===== src/rtl/csm_pkg.sv =====
// ----------------------------------------------------------------------------
// csm_pkg
// Shared types, constants and helpers for the case-insensitive substring
// matcher: needle geometry, register map, configuration bundle, ASCII fold.
// ----------------------------------------------------------------------------
`default_nettype none

package csm_pkg;

  // Needle and position geometry
  localparam int NeedleMaxBytes = 16;
  localparam int LenBits        = $clog2(NeedleMaxBytes + 1);
  localparam int IdxBits        = $clog2(NeedleMaxBytes);
  localparam int PosBits        = 16;
  localparam int CharBits       = 8;

  // Configuration port geometry
  localparam int CfgDataBits    = 64;
  localparam int CfgAddrBits    = 5;
  localparam int LenRegBits     = 5;
  localparam int NeedleRegBytes = CfgDataBits / CharBits;

  typedef logic [CharBits-1:0] char_t;

  // String terminator
  localparam char_t Terminator = '0;

  // Register index (byte address / 8)
  typedef enum logic [1:0] {
    RegNeedleLow  = 2'd0,
    RegNeedleHigh = 2'd1,
    RegNeedleLen  = 2'd2
  } cfg_reg_e;

  // Needle as seen by the cell row: byte for cell k is needle[len-1-k]
  typedef struct packed {
    logic [NeedleMaxBytes-1:0]  active;
    char_t [NeedleMaxBytes-1:0] aligned;
    logic [LenBits-1:0]         len;
  } csm_cfg_t;

  // Fold A-Z to a-z, other codes unchanged
  function automatic char_t fold_char(input char_t c);
    char_t r;
    r = c;
    if (c >= 8'h41 && c <= 8'h5A) begin
      r = c + 8'h20;
    end
    return r;
  endfunction

endpackage : csm_pkg

`default_nettype wire


===== src/rtl/case_insensitive_substring_matcher.sv =====
// ----------------------------------------------------------------------------
// case_insensitive_substring_matcher
// Scans a zero-terminated byte stream for the first case-insensitive
// occurrence of a configured needle of up to 16 bytes, using a row of
// window cells that each compare one position in parallel.
//
//   channel | direction | handshake               | payload
//   --------+-----------+-------------------------+------------------------------
//   in      | input     | in_valid_i / in_ready_o | haystack_byte_i
//   out     | output    | out_valid_o/out_ready_i | found_o, match_position_o,
//           |           |                         | position_overflow_o
//   cfg     | input     | APB psel/penable/pready | needle low/high (64b), length
//
// One item per clock while in_ready_o is high: the cell row shifts and
// compares in the accept cycle, and the result lands in the output register
// in the cycle after acceptance. in_ready_o drops only while a result sits
// in the output register and out_ready_i is low. Reset clears the window,
// offset and flags; the registers reset to an empty needle.
// ----------------------------------------------------------------------------
`default_nettype none

module case_insensitive_substring_matcher (
  input  wire                             clk_i,
  input  wire                             rst_ni,
  // haystack items
  input  wire                             in_valid_i,
  output logic                            in_ready_o,
  input  wire  [7:0]                      haystack_byte_i,
  // results
  output logic                            out_valid_o,
  input  wire                             out_ready_i,
  output logic                            found_o,
  output logic [csm_pkg::PosBits-1:0]     match_position_o,
  output logic                            position_overflow_o,
  // configuration
  input  wire                             psel,
  input  wire                             penable,
  input  wire                             pwrite,
  input  wire  [csm_pkg::CfgAddrBits-1:0] paddr,
  input  wire  [csm_pkg::CfgDataBits-1:0] pwdata,
  output logic [csm_pkg::CfgDataBits-1:0] prdata,
  output logic                            pready
);
  import csm_pkg::*;

  localparam logic [PosBits-1:0] OffsetMax = '1;

  csm_cfg_t cfg;

  csm_cfg_regs u_cfg (
    .clk_i   (clk_i),
    .rst_ni  (rst_ni),
    .psel    (psel),
    .penable (penable),
    .pwrite  (pwrite),
    .paddr   (paddr),
    .pwdata  (pwdata),
    .prdata  (prdata),
    .pready  (pready),
    .cfg_o   (cfg)
  );

  // Handshake
  logic accept;
  logic is_term;
  assign in_ready_o = !out_valid_o || out_ready_i;
  assign accept     = in_valid_i && in_ready_o;
  assign is_term    = (haystack_byte_i == Terminator);

  // Cell row: cell 0 takes the folded input, cell k takes cell k-1
  char_t [NeedleMaxBytes-1:0] cell_in;
  char_t [NeedleMaxBytes-1:0] cell_q;
  logic  [NeedleMaxBytes-1:0] cell_ok;

  for (genvar k = 0; k < NeedleMaxBytes; k++) begin : g_cell
    if (k == 0) begin : g_head
      assign cell_in[k] = fold_char(haystack_byte_i);
    end else begin : g_link
      assign cell_in[k] = cell_q[k-1];
    end

    csm_cell u_cell (
      .clk_i    (clk_i),
      .rst_ni   (rst_ni),
      .shift_i  (accept && !is_term),
      .clear_i  (accept && is_term),
      .char_i   (cell_in[k]),
      .expect_i (cfg.aligned[k]),
      .active_i (cfg.active[k]),
      .char_o   (cell_q[k]),
      .match_o  (cell_ok[k])
    );
  end

  // Per-string state
  logic [PosBits-1:0] offset_q, offset_d;
  logic               sat_q, sat_d;
  logic               reported_q, reported_d;

  // Result decision
  logic               emit;
  logic               emit_found;
  logic [PosBits-1:0] emit_pos;
  logic               emit_ovf;
  logic               window_full;

  always_comb begin
    offset_d   = offset_q;
    sat_d      = sat_q;
    reported_d = reported_q;
    emit       = 1'b0;
    emit_found = 1'b0;
    emit_pos   = '0;
    emit_ovf   = sat_q;
    window_full = 1'b0;

    if (accept) begin
      if (is_term) begin
        // end of string: report a miss (or empty needle) unless already done
        emit       = !reported_q;
        emit_found = (cfg.len == '0);
        offset_d   = '0;
        sat_d      = 1'b0;
        reported_d = 1'b0;
      end else begin
        if (offset_q == OffsetMax) begin
          sat_d = 1'b1;
        end else begin
          offset_d = offset_q + PosBits'(1);
        end
        emit_ovf    = sat_d;
        window_full = sat_d || (offset_d >= PosBits'(cfg.len));
        if (!reported_q) begin
          if (cfg.len == '0) begin
            emit       = 1'b1;
            emit_found = 1'b1;
            reported_d = 1'b1;
          end else if (window_full && (&cell_ok)) begin
            emit       = 1'b1;
            emit_found = 1'b1;
            emit_pos   = sat_d ? OffsetMax : (offset_d - PosBits'(cfg.len));
            reported_d = 1'b1;
          end
        end
      end
    end
  end

  always_ff @(posedge clk_i or negedge rst_ni) begin
    if (!rst_ni) begin
      offset_q   <= '0;
      sat_q      <= 1'b0;
      reported_q <= 1'b0;
    end else begin
      offset_q   <= offset_d;
      sat_q      <= sat_d;
      reported_q <= reported_d;
    end
  end

  // Output register
  logic               out_valid_q;
  logic               found_q;
  logic [PosBits-1:0] pos_q;
  logic               ovf_q;

  always_ff @(posedge clk_i or negedge rst_ni) begin
    if (!rst_ni) begin
      out_valid_q <= 1'b0;
    end else if (emit) begin
      out_valid_q <= 1'b1;
    end else if (out_ready_i) begin
      out_valid_q <= 1'b0;
    end
  end

  always_ff @(posedge clk_i) begin
    if (emit) begin
      found_q <= emit_found;
      pos_q   <= emit_pos;
      ovf_q   <= emit_ovf;
    end
  end

  assign out_valid_o         = out_valid_q;
  assign found_o             = found_q;
  assign match_position_o    = pos_q;
  assign position_overflow_o = ovf_q;

endmodule : case_insensitive_substring_matcher

`default_nettype wire


===== src/rtl/csm_cell.sv =====
// ----------------------------------------------------------------------------
// csm_cell
// One window position: holds a folded haystack character, hands it to the
// next cell on each shift, and compares the incoming character with the
// needle byte aligned to this position.
// ----------------------------------------------------------------------------
`default_nettype none

module csm_cell (
  input  wire                 clk_i,
  input  wire                 rst_ni,
  input  wire                 shift_i,
  input  wire                 clear_i,
  input  wire csm_pkg::char_t char_i,
  input  wire csm_pkg::char_t expect_i,
  input  wire                 active_i,
  output csm_pkg::char_t      char_o,
  output logic                match_o
);
  import csm_pkg::*;

  char_t char_q;

  // Compare the value this cell is about to take
  assign match_o = !active_i || (char_i == expect_i);
  assign char_o  = char_q;

  // Window storage
  always_ff @(posedge clk_i or negedge rst_ni) begin
    if (!rst_ni) begin
      char_q <= '0;
    end else if (clear_i) begin
      char_q <= '0;
    end else if (shift_i) begin
      char_q <= char_i;
    end
  end

endmodule : csm_cell

`default_nettype wire


===== src/rtl/csm_cfg_regs.sv =====
// ----------------------------------------------------------------------------
// csm_cfg_regs
// APB register file for the needle and its length, plus the folded and
// position-aligned needle that the cell row compares against.
// ----------------------------------------------------------------------------
`default_nettype none

module csm_cfg_regs (
  input  wire                                  clk_i,
  input  wire                                  rst_ni,
  input  wire                                  psel,
  input  wire                                  penable,
  input  wire                                  pwrite,
  input  wire  [csm_pkg::CfgAddrBits-1:0]      paddr,
  input  wire  [csm_pkg::CfgDataBits-1:0]      pwdata,
  output logic [csm_pkg::CfgDataBits-1:0]      prdata,
  output logic                                 pready,
  output csm_pkg::csm_cfg_t                    cfg_o
);
  import csm_pkg::*;

  logic [CfgDataBits-1:0] needle_low_q;
  logic [CfgDataBits-1:0] needle_high_q;
  logic [LenRegBits-1:0]  needle_len_q;

  cfg_reg_e reg_sel;
  logic     wr_en;

  assign reg_sel = cfg_reg_e'(paddr[CfgAddrBits-1 -: 2]);
  assign wr_en   = psel && penable && pwrite;
  assign pready  = 1'b1;

  // Register writes
  always_ff @(posedge clk_i or negedge rst_ni) begin
    if (!rst_ni) begin
      needle_low_q  <= '0;
      needle_high_q <= '0;
      needle_len_q  <= '0;
    end else if (wr_en) begin
      case (reg_sel)
        RegNeedleLow:  needle_low_q  <= pwdata;
        RegNeedleHigh: needle_high_q <= pwdata;
        RegNeedleLen:  needle_len_q  <= pwdata[LenRegBits-1:0];
        default:       ;
      endcase
    end
  end

  // Register reads
  always_comb begin
    case (reg_sel)
      RegNeedleLow:  prdata = needle_low_q;
      RegNeedleHigh: prdata = needle_high_q;
      RegNeedleLen:  prdata = {{(CfgDataBits-LenRegBits){1'b0}}, needle_len_q};
      default:       prdata = '0;
    endcase
  end

  // Folded needle, clamped length, per-cell alignment
  char_t [NeedleMaxBytes-1:0] folded;
  logic  [LenBits-1:0]        len;
  logic  [2*CfgDataBits-1:0]  needle_all;

  assign needle_all = {needle_high_q, needle_low_q};

  always_comb begin
    for (int i = 0; i < NeedleMaxBytes; i++) begin
      if (i < 2 * NeedleRegBytes) begin
        folded[i] = fold_char(needle_all[CharBits*i +: CharBits]);
      end else begin
        folded[i] = '0;
      end
    end
  end

  always_comb begin
    if (needle_len_q > LenRegBits'(NeedleMaxBytes)) begin
      len = LenBits'(NeedleMaxBytes);
    end else begin
      len = LenBits'(needle_len_q);
    end
  end

  always_comb begin
    logic [LenBits-1:0] idx;
    cfg_o.len = len;
    for (int k = 0; k < NeedleMaxBytes; k++) begin
      idx = len - LenBits'(k) - LenBits'(1);
      cfg_o.active[k] = (LenBits'(k) < len);
      cfg_o.aligned[k] = cfg_o.active[k] ? folded[idx[IdxBits-1:0]] : '0;
    end
  end

endmodule : csm_cfg_regs

`default_nettype wire


===== config.mk =====
export PLATFORM = sky130hd
export DESIGN_NAME = case_insensitive_substring_matcher
export DESIGN_NICKNAME = d
export VERILOG_FILES = /design/src/rtl/csm_pkg.sv /design/src/rtl/case_insensitive_substring_matcher.sv /design/src/rtl/csm_cell.sv /design/src/rtl/csm_cfg_regs.sv
export SDC_FILE = /design/constraint.sdc
export NUM_CORES = 1
export LEC_CHECK = 0
export ABC_AREA = 1
export BUFFER_PORTS_ARGS = -buffer_cell sky130_fd_sc_hd__buf_2
export CORE_ASPECT_RATIO = 1.1
export CORE_MARGIN = 2
export CORE_UTILIZATION = 56
export DETAILED_ROUTE_END_ITERATION = 6
export PLACE_DENSITY = 0.78
export SETUP_SLACK_MARGIN = 0.15
export SLEW_MARGIN = 20
export SYNTH_ARGS = -nofsm -noshare
export SYNTH_HDL_FRONTEND = slang
export SYNTH_SLANG_ARGS = --single-unit
export TNS_END_PERCENT = 30

===== constraint.sdc =====
create_clock -name clk_i -period 4.5 [get_ports clk_i]
set_input_delay 0.45 -clock clk_i [delete_from_list [all_inputs] [get_ports clk_i]]
set_output_delay 0.45 -clock clk_i [all_outputs]
set_load 0.02 [all_outputs]

Yosys cells after proc, flatten, opt, wreduce, memory -nomap -nowiden
Index checks and enable logic that the tools add are counted.
- shift-type cells: 0
- $add $sub $neg: 49
- $lt $le $gt $ge: 68
- reduce and logical (&&, ||, !) cells: 70
- eq/ne operators: 19
- divide/modulo/power cells: 0
- mux-type cells: 118
- bitwise operators: 2
- $mul: 0
- operator list (operator ; number):
    2-to-1 mux 8 bit ; 79
    binary-select mux 8 bit (select 4 bit) ; 16
    case mux 64 bit (3 select lines) ; 1
    adder 8 x 6 -> 8 bit (second input constant) ; 17
    >= comparator 8 x 7 -> 1 bit (second input constant) ; 17
    less-or-equal comparator 8 x 7 -> 1 bit (second input constant) ; 17
    == test 8 bit ; 16
    less-than comparator 4 x 5 -> 1 bit (second input constant) ; 16
    2-to-1 mux 16 bit ; 5
    subtractor 4 x 1 -> 4 bit (second input constant) ; 16
    less-than comparator 4 x 5 -> 1 bit (first input constant) ; 8
    subtractor 4 bit (second input constant) ; 8
    logical AND 1 bit ; 23
    less-than comparator 3 x 5 -> 1 bit (first input constant) ; 4
    logical NOT 1 bit ; 19
    logical OR 1 bit ; 18
    adder 16 x 1 -> 16 bit (second input constant) ; 1
    == test 16 bit (second input constant) ; 1
    >= comparator 16 x 5 -> 1 bit ; 1
    2-to-1 mux 1 bit ; 16
    AND reduction 16 bit ; 1
    subtractor 16 x 5 -> 16 bit ; 1
    subtractor 4 x 3 -> 4 bit (second input constant) ; 4
    less-than comparator 1 x 5 -> 1 bit (first input constant) ; 2
    13 further kinds ; 19
- output and inout bits: 85
- register bits after elaboration: 290
- bits in read-only memories: 0
- input port bits: 84
- bits in latches: 0
- RAM bits: 0
- word-level logic and storage cells: 351
- memories: 0

Longest topological paths before layout
- word-level depth: 17
- gate-level depth with buffers: 32
- depth with buffers taken out: 29

Modules after synthesis
Synthesis repeated with hierarchy kept, for this count alone.
- cell total of the unflattened synthesis: 3801
- area, all modules: 24716.2 um2
- modules (own cells, without submodules) (module ; instances ; area each (um2) ; cells an instance ; sequential area each (um2)):
    csm_cfg_regs ; 1 ; 14037.2 ; 2421 ; 3328.2
    csm_cell ; 16 ; 500.5 ; 64 ; 200.2
    case_insensitive_substring_matcher ; 1 ; 2671.3 ; 356 ; 1016.0

Worst setup path before layout
Ideal clock, no wire load.
- path kind: register to register
- from: reg offset_q[0]
- to: reg found_q, in the netlist found_o (enable)
- data required time: 4.175 ns
- path slack: 0.264 ns
- arrival time: 3.910 ns
- setup time: 0.325 ns
- cell stages (with the launch flop): 30
- clock period less this slack: 4.236 ns
- path buffers: 0
- cells stage by stage: dfrtp_1 ha_1 inv_1 nor4_2 nand2_1 nor3_1 nand3_1 nor2_1 nor3_1 o21bai_1 inv_1 ha_1 a21oi_1 o21ai_0 inv_1 nor2_1 nor3_1 nand2_1 nor3_1 nand2_1 nor2_1 a21oi_1 nand2_1 nor2_1 nand2_1 inv_2 nand2_1 nand3_1 nand2_1 inv_1
- longest elaborated chain between the ends: 12
- elaborated cells on any way between the ends: 16
- classes of those cells: add/sub: 1; order compare: 1; eq/ne: 1; mux: 11; reduce/logical: 2
- RTL lines (what ; line ; source):
    from (decl) ; case_insensitive_substring_matcher.sv:96 ; logic [PosBits-1:0] offset_q, offset_d;
    from (signal assigned) ; case_insensitive_substring_matcher.sv:155 ; offset_q <= offset_d;
    adder 16 x 1 -> 16 bit or == test 16 bit (tied branches) ; case_insensitive_substring_matcher.sv:129, case_insensitive_substring_matcher.sv:126 ;
    2-to-1 mux 16 bit ; case_insensitive_substring_matcher.sv:126 ; if (offset_q == OffsetMax) begin
    2-to-1 mux 16 bit ; case_insensitive_substring_matcher.sv:118 ; if (is_term) begin
    2-to-1 mux 16 bit ; case_insensitive_substring_matcher.sv:117 ; if (accept) begin
    >= comparator 16 x 5 -> 1 bit ; case_insensitive_substring_matcher.sv:132 ; window_full = sat_d || (offset_d >= PosBits'(cfg.len));
    logical OR 1 bit (*) ; case_insensitive_substring_matcher.sv:132 ;
    logical AND 1 bit (*) ; case_insensitive_substring_matcher.sv:138 ; end else if (window_full && (&cell_ok)) begin
    2-to-1 mux 1 bit (*) ; case_insensitive_substring_matcher.sv:138 ;
    2-to-1 mux 1 bit (*) ; case_insensitive_substring_matcher.sv:134 ; if (cfg.len == '0) begin
    2-to-1 mux 1 bit (*) ; case_insensitive_substring_matcher.sv:133 ; if (!reported_q) begin
    2-to-1 mux 1 bit (*) ; case_insensitive_substring_matcher.sv:118 ;
    2-to-1 mux 1 bit (*) ; case_insensitive_substring_matcher.sv:117 ;
    named net emit ; case_insensitive_substring_matcher.sv:101 ; logic emit;
    to (signal assigned) ; case_insensitive_substring_matcher.sv:179 ; found_q <= emit_found;
    to (decl) ; case_insensitive_substring_matcher.sv:163 ; logic found_q;
The timed path passes the listed nets; every way through them passes the cells marked *. The select of a mux whose other input is x is not followed.
A chain may end at the register's enable or synchronous reset.

Final worst setup path
- from: reg offset_q[2]
- to: reg pos_q[15], in the netlist match_position_o[15], data pin
- longest elaborated chain between the ends: 9
- elaborated cells on any way between the ends: 15
- classes of those cells: add/sub: 2; order compare: 1; eq/ne: 1; mux: 7; bitwise: 1; reduce/logical: 3
- RTL lines (what ; line ; source):
    adder 16 x 1 -> 16 bit or == test 16 bit (tied branches) ; case_insensitive_substring_matcher.sv:129, case_insensitive_substring_matcher.sv:126 ;
    2-to-1 mux 16 bit ; case_insensitive_substring_matcher.sv:126 ;
    2-to-1 mux 16 bit ; case_insensitive_substring_matcher.sv:118 ;
    2-to-1 mux 16 bit ; case_insensitive_substring_matcher.sv:117 ;
    >= comparator 16 x 5 -> 1 bit ; case_insensitive_substring_matcher.sv:132 ;
    logical OR 1 bit ; case_insensitive_substring_matcher.sv:132 ;
    logical AND 1 bit ; case_insensitive_substring_matcher.sv:138 ;
    inverter 1 bit (no source line) ; - ;
    OR reduction 5 bit (no source line) ; - ;
    to (signal assigned) ; case_insensitive_substring_matcher.sv:180 ; pos_q <= emit_pos;
    to (decl) ; case_insensitive_substring_matcher.sv:164 ; logic [PosBits-1:0] pos_q;
Parallel ways exist; a longest one is shown, timed or not. The select of a mux whose other input is x is not followed.

==> key figures <==
Status
  • Status: finished with violations
  • Failing checks: DRC, setup timing

Yosys
  • Post-Syn Area: 0.02229 sq mm
  • Adder-Cell Fraction of Synth Area: 1.830%
  • Most common cell in the netlist: nand2_1
  • Mean area per synthesized cell: 6.507 sq um
  • Asr flop ratio synth: 93.79%
  • Main combinational cell family by area after synthesis: simple AND/OR/NAND/NOR gates
  • Top cell type's share of synthesized area: 30.53%
  • Cell taking the most area after synthesis: dfrtp_1
  • Post-Synth Simple-Gate Area: 39.69%
  • Xor and xnor area share after synthesis: around 2.1%
  • Commonest register cell after synthesis: dfrtp_1
  • Mux contribution to synthesized area: 0.04490%
  • Post-Synthesis Cells: 3426
  • YS warnings: 0
  • Compound-Gate Fraction of Synth Area: 12.44%
  • Area contributors post-synth: dfrtp_1 31%, nand3_1 18%, nand2_1 15%
  • Synth Net Count: 3542
  • Post-synth EDFFs: 18
  • Register area share after synthesis: between 30% and 40%
  • Yosys reg bits: 290
  • Synth unique cells: 57
  • Synth cell count leaders: 888 x nand2_1, 794 x nand3_1, 396 x inv_1

Timing
  • Setup WS post-layout: -0.01267 ns
  • # setup viols final: 1
  • Fmax: 221.6 MHz
  • Crit share post-route: 100.3%
  • RSZ-0062 raised after global routing: yes
  • Slew Limit Fails: 0
  • Relative slew slack: 26.96%
  • Final Hold Vio Count: 0
  • Worst Max-Slew Pin Slew: 1.096 ns
  • Min Tclk post-route: 4.513 ns
  • Sum Neg Setup Slack: -0.01267 ns
  • Final Skew: 0.01120 ns

Place
  • Port Buffers: 164
  • Final Wtd Congestion: about 1.2
  • DP HPWL: between 70000 and 80000 microns

Power
  • Cell Int Power: ~7.7 mW
  • Leakage power: ~13 nW
  • Clk pwr share: 18.5%
  • Comb power frac: 58.4%
  • P_sw: ~8.4 mW
  • Pwr per Cell Area: around 640 mW/mm^2
  • Reg power frac: 23.1%
  • Switching Fraction: 52.33%
  • Max VDD drop: 0.4782 mV

Min path
  • Hold path cells: 3
  • Hold Path Sink: u_cfg.needle_low_q[30]
  • Class of the worst hold path: in -> reg
  • Hold path startpoint: pwdata[30]

Routing
  • Iteration-0 DRC Markers: 4000
  • Wire length per cell: 24.39 microns
  • DRT Pass-1 Iters: 7
  • Vias per cell: 6.466
  • Antenna-violating nets left: 0
  • DR DRC count: 1
  • Post-Route WL: about 100000 microns
  • DR vias: 26460

Global routing
  • Wire length of the first global-routing pass: roughly 140000 microns
  • Total GRT Usage: 46.75%
  • Antenna violations before repair: 1
  • Pin count of the biggest net entering global routing: 127
  • Vias in the first global route: roughly 23000
  • Gr ovfl total: 0

Floorplanning
  • Die W: 194.2 microns
  • Rows: between 70 and 80
  • Initial Utilization: 56.90%
  • Core area: 0.03918 sq mm
  • # IOs: 169
  • Die Height: 213.3 microns
  • Die area: 0.04142 sq mm

CTS
  • Clk_lat worst skew: 0.56 ns
  • Num CTS Buffers: 34
  • Sink Count: 290
  • Worst-path clk slew: about 0.06 ns
  • CTS tree: yes
  • Clk buf depth: 3
  • CTS root buf: clkbuf_16
  • H-Tree Level Count: 2

Setup path
  • Cell repeated most along the worst path: nor2_2
  • Crit Path Class: reg -> reg
  • R2r endpoint: match_position_o[15]
  • Worst r2r path cells: 24
  • R2R Setup Slk: -0.01 ns
  • Levels on crit path: 24
  • CP Launch Type: flip-flop
  • CP cell instances: inv_2, nor4_4, nand2_1, nor3_2, nand3_1, nor2_2, nor3_2, a21oi_2, ha_1, buf_6, a21oi_4, o21ai_2, a21oi_2, nor2_1, nor2_2, nand2_2, nor3_4, nand3_2, nor2_4, nand3_2, nor3_4, xnor2_2, nor2_1, nor2_2
  • CP endpoint kind: flip-flop
  • Worst R2R Start: offset_q[2]
  • Buf+Inv Stages, Crit Path: 2
  • Critical-path top delay cell: dfrtp_1
  • Slowest stage delay, CP: 0.42 ns
  • Critical path peak fanout: 4
  • CP delay by family, top: simple AND/OR/NAND/NOR gates
  • Required time worst endpoint: 4.82 ns
  • Critical path data arrival time: 4.83 ns

Run
  • Maximum capacitance violations: 0

Cells and area
  • Layout area overhead: 13.18%
  • Fin nets: 3680
  • Ant diodes: 0
  • Share of cells above drive strength 1: a little under an eighth
  • Final Util: 64.41%
-- power groups by stage --
| stage | combinational [mW] | clock, mW | sequential, mW |
|---|---|---|---|
| 2_1_floorplan | 5.70 | 0 | 3.47 |
| 3_3_place_gp | 8.45 | 0 | 3.68 |
| 3_5_place_dp | 8.57 | 0 | 3.69 |
| 4_1_cts | 8.63 | 2.97 | 3.66 |
| 5_1_grt | 10.0 | 3.06 | 3.74 |
| 6_report | 9.38 | 2.96 | 3.72 |
-- cell families (layout without fill, tap and decap cells) --
kind of cell               count (synthesis)  in the layout
DFF                                      290            290
xor gates and xnor gates                  51             51
buffers and inverters                    586            746
AOI/OAI and AO/OA                        485            485
and+or+nand+nor                         1980           1980
muxes                                      1              1
adders and majority gates                 32             32
other                                      1              1
-- how the worst max path moves through the flow --
stage,slack (ns),to,from
2_1_floorplan,0.26,found_o,offset_q[0]
3_3_place_gp,0.10,match_position_o[13],offset_q[0]
5_1_grt,-0.20,match_position_o[6],offset_q[1]
4_1_cts,0.16,match_position_o[15],offset_q[0]
3_5_place_dp,-0.06,match_position_o[15],offset_q[0]
6_report,-0.01,match_position_o[15],offset_q[2]
-- area by class of cell --
class                           instances  area (sq um)
Clock buffer                           45         975.9
Clock inverter                         13         181.4
Fill cell                            3503         13940
Inverter                              415          1578
Multi-Input combinational cell       2550         12730
Sequential cell                       290          7352
Tap cell                              507         634.4
Timing Repair Buffer                  273          1785
-- per-layer routing --
layer / global-route usage, % / share of wire, %
met3: 15.29 / 14
met1: 60.83 / 38
met4: 26.57 / 6.8
met5: 0 / 0.014
met2: 68.40 / 41
-- per-stage QoR --
stage                     setup WS (ns)  instance area, sq um  cells  hold WS, ns  power (mW)
after floorplan                  0.2643                 22290   3426       0.1544       9.167
after global placement           0.1027                 23720   4022       0.4673       12.13
after detailed placement       -0.06351                 23720   4022       0.4840       12.26
after CTS                        0.1552                 24910   4081       0.1411       15.25
after global routing            -0.1963                 25230   4093       0.1736       16.82
final                          -0.01267                 25230   4093       0.1527       16.06
-- cell usage in the layout, fill, tap and decap left out, types with 17 or more instances in the layout --
master and n:
o21ai_0 204, nor2_1 155, a21oi_1 24, nand4_1 75
o22ai_1 169, buf_4 96, clkbuf_16 39, ha_1 28
edfxtp_1 18, inv_1 388, dfrtp_1 268, nand3_1 791
buf_2 163, xor2_1 46, inv_2 17, o21ai_1 37
nand2_1 881
-- flip-flops by register name, summed over array words and instances, names as in the netlist --
name                  flops
u_cfg.needle_high_q      64
sat_q                     1
u_cfg.needle_len_q        5
position_overflow_o       1
offset_q                 16
reported_q                1
g_cell.u_cell.char_o    120
found_o                   1
match_position_o         16
out_valid_o               1
u_cfg.needle_low_q       64
-- repair_timing --
action                     4_1_cts  5_1_grt
setup endpoints to repair       34       37
resized for setup                5       59
pin swaps                        0       28
setup buffers                    0       10
hold buffers                     1        0
hold endpoints to repair        47        0
cloned                           0        2
-- worst reg2reg max path, stage by stage, from the launching register on --
cell and delay [ns]:
dfrtp_1 0.42, inv_2 0.08, nor4_4 0.35, nand2_1 0.14, nor3_2 0.25, nand3_1 0.16
nor2_2 0.25, nor3_2 0.10, a21oi_2 0.16, ha_1 0.28, buf_6 0.14, a21oi_4 0.13
o21ai_2 0.10, a21oi_2 0.17, nor2_1 0.09, nor2_2 0.17, nand2_2 0.12, nor3_4 0.21
nand3_2 0.13, nor2_4 0.16, nand3_2 0.12, nor3_4 0.24, xnor2_2 0.08, nor2_1 0.16
nor2_2 0.05
(Power assumes the default switching activity.)
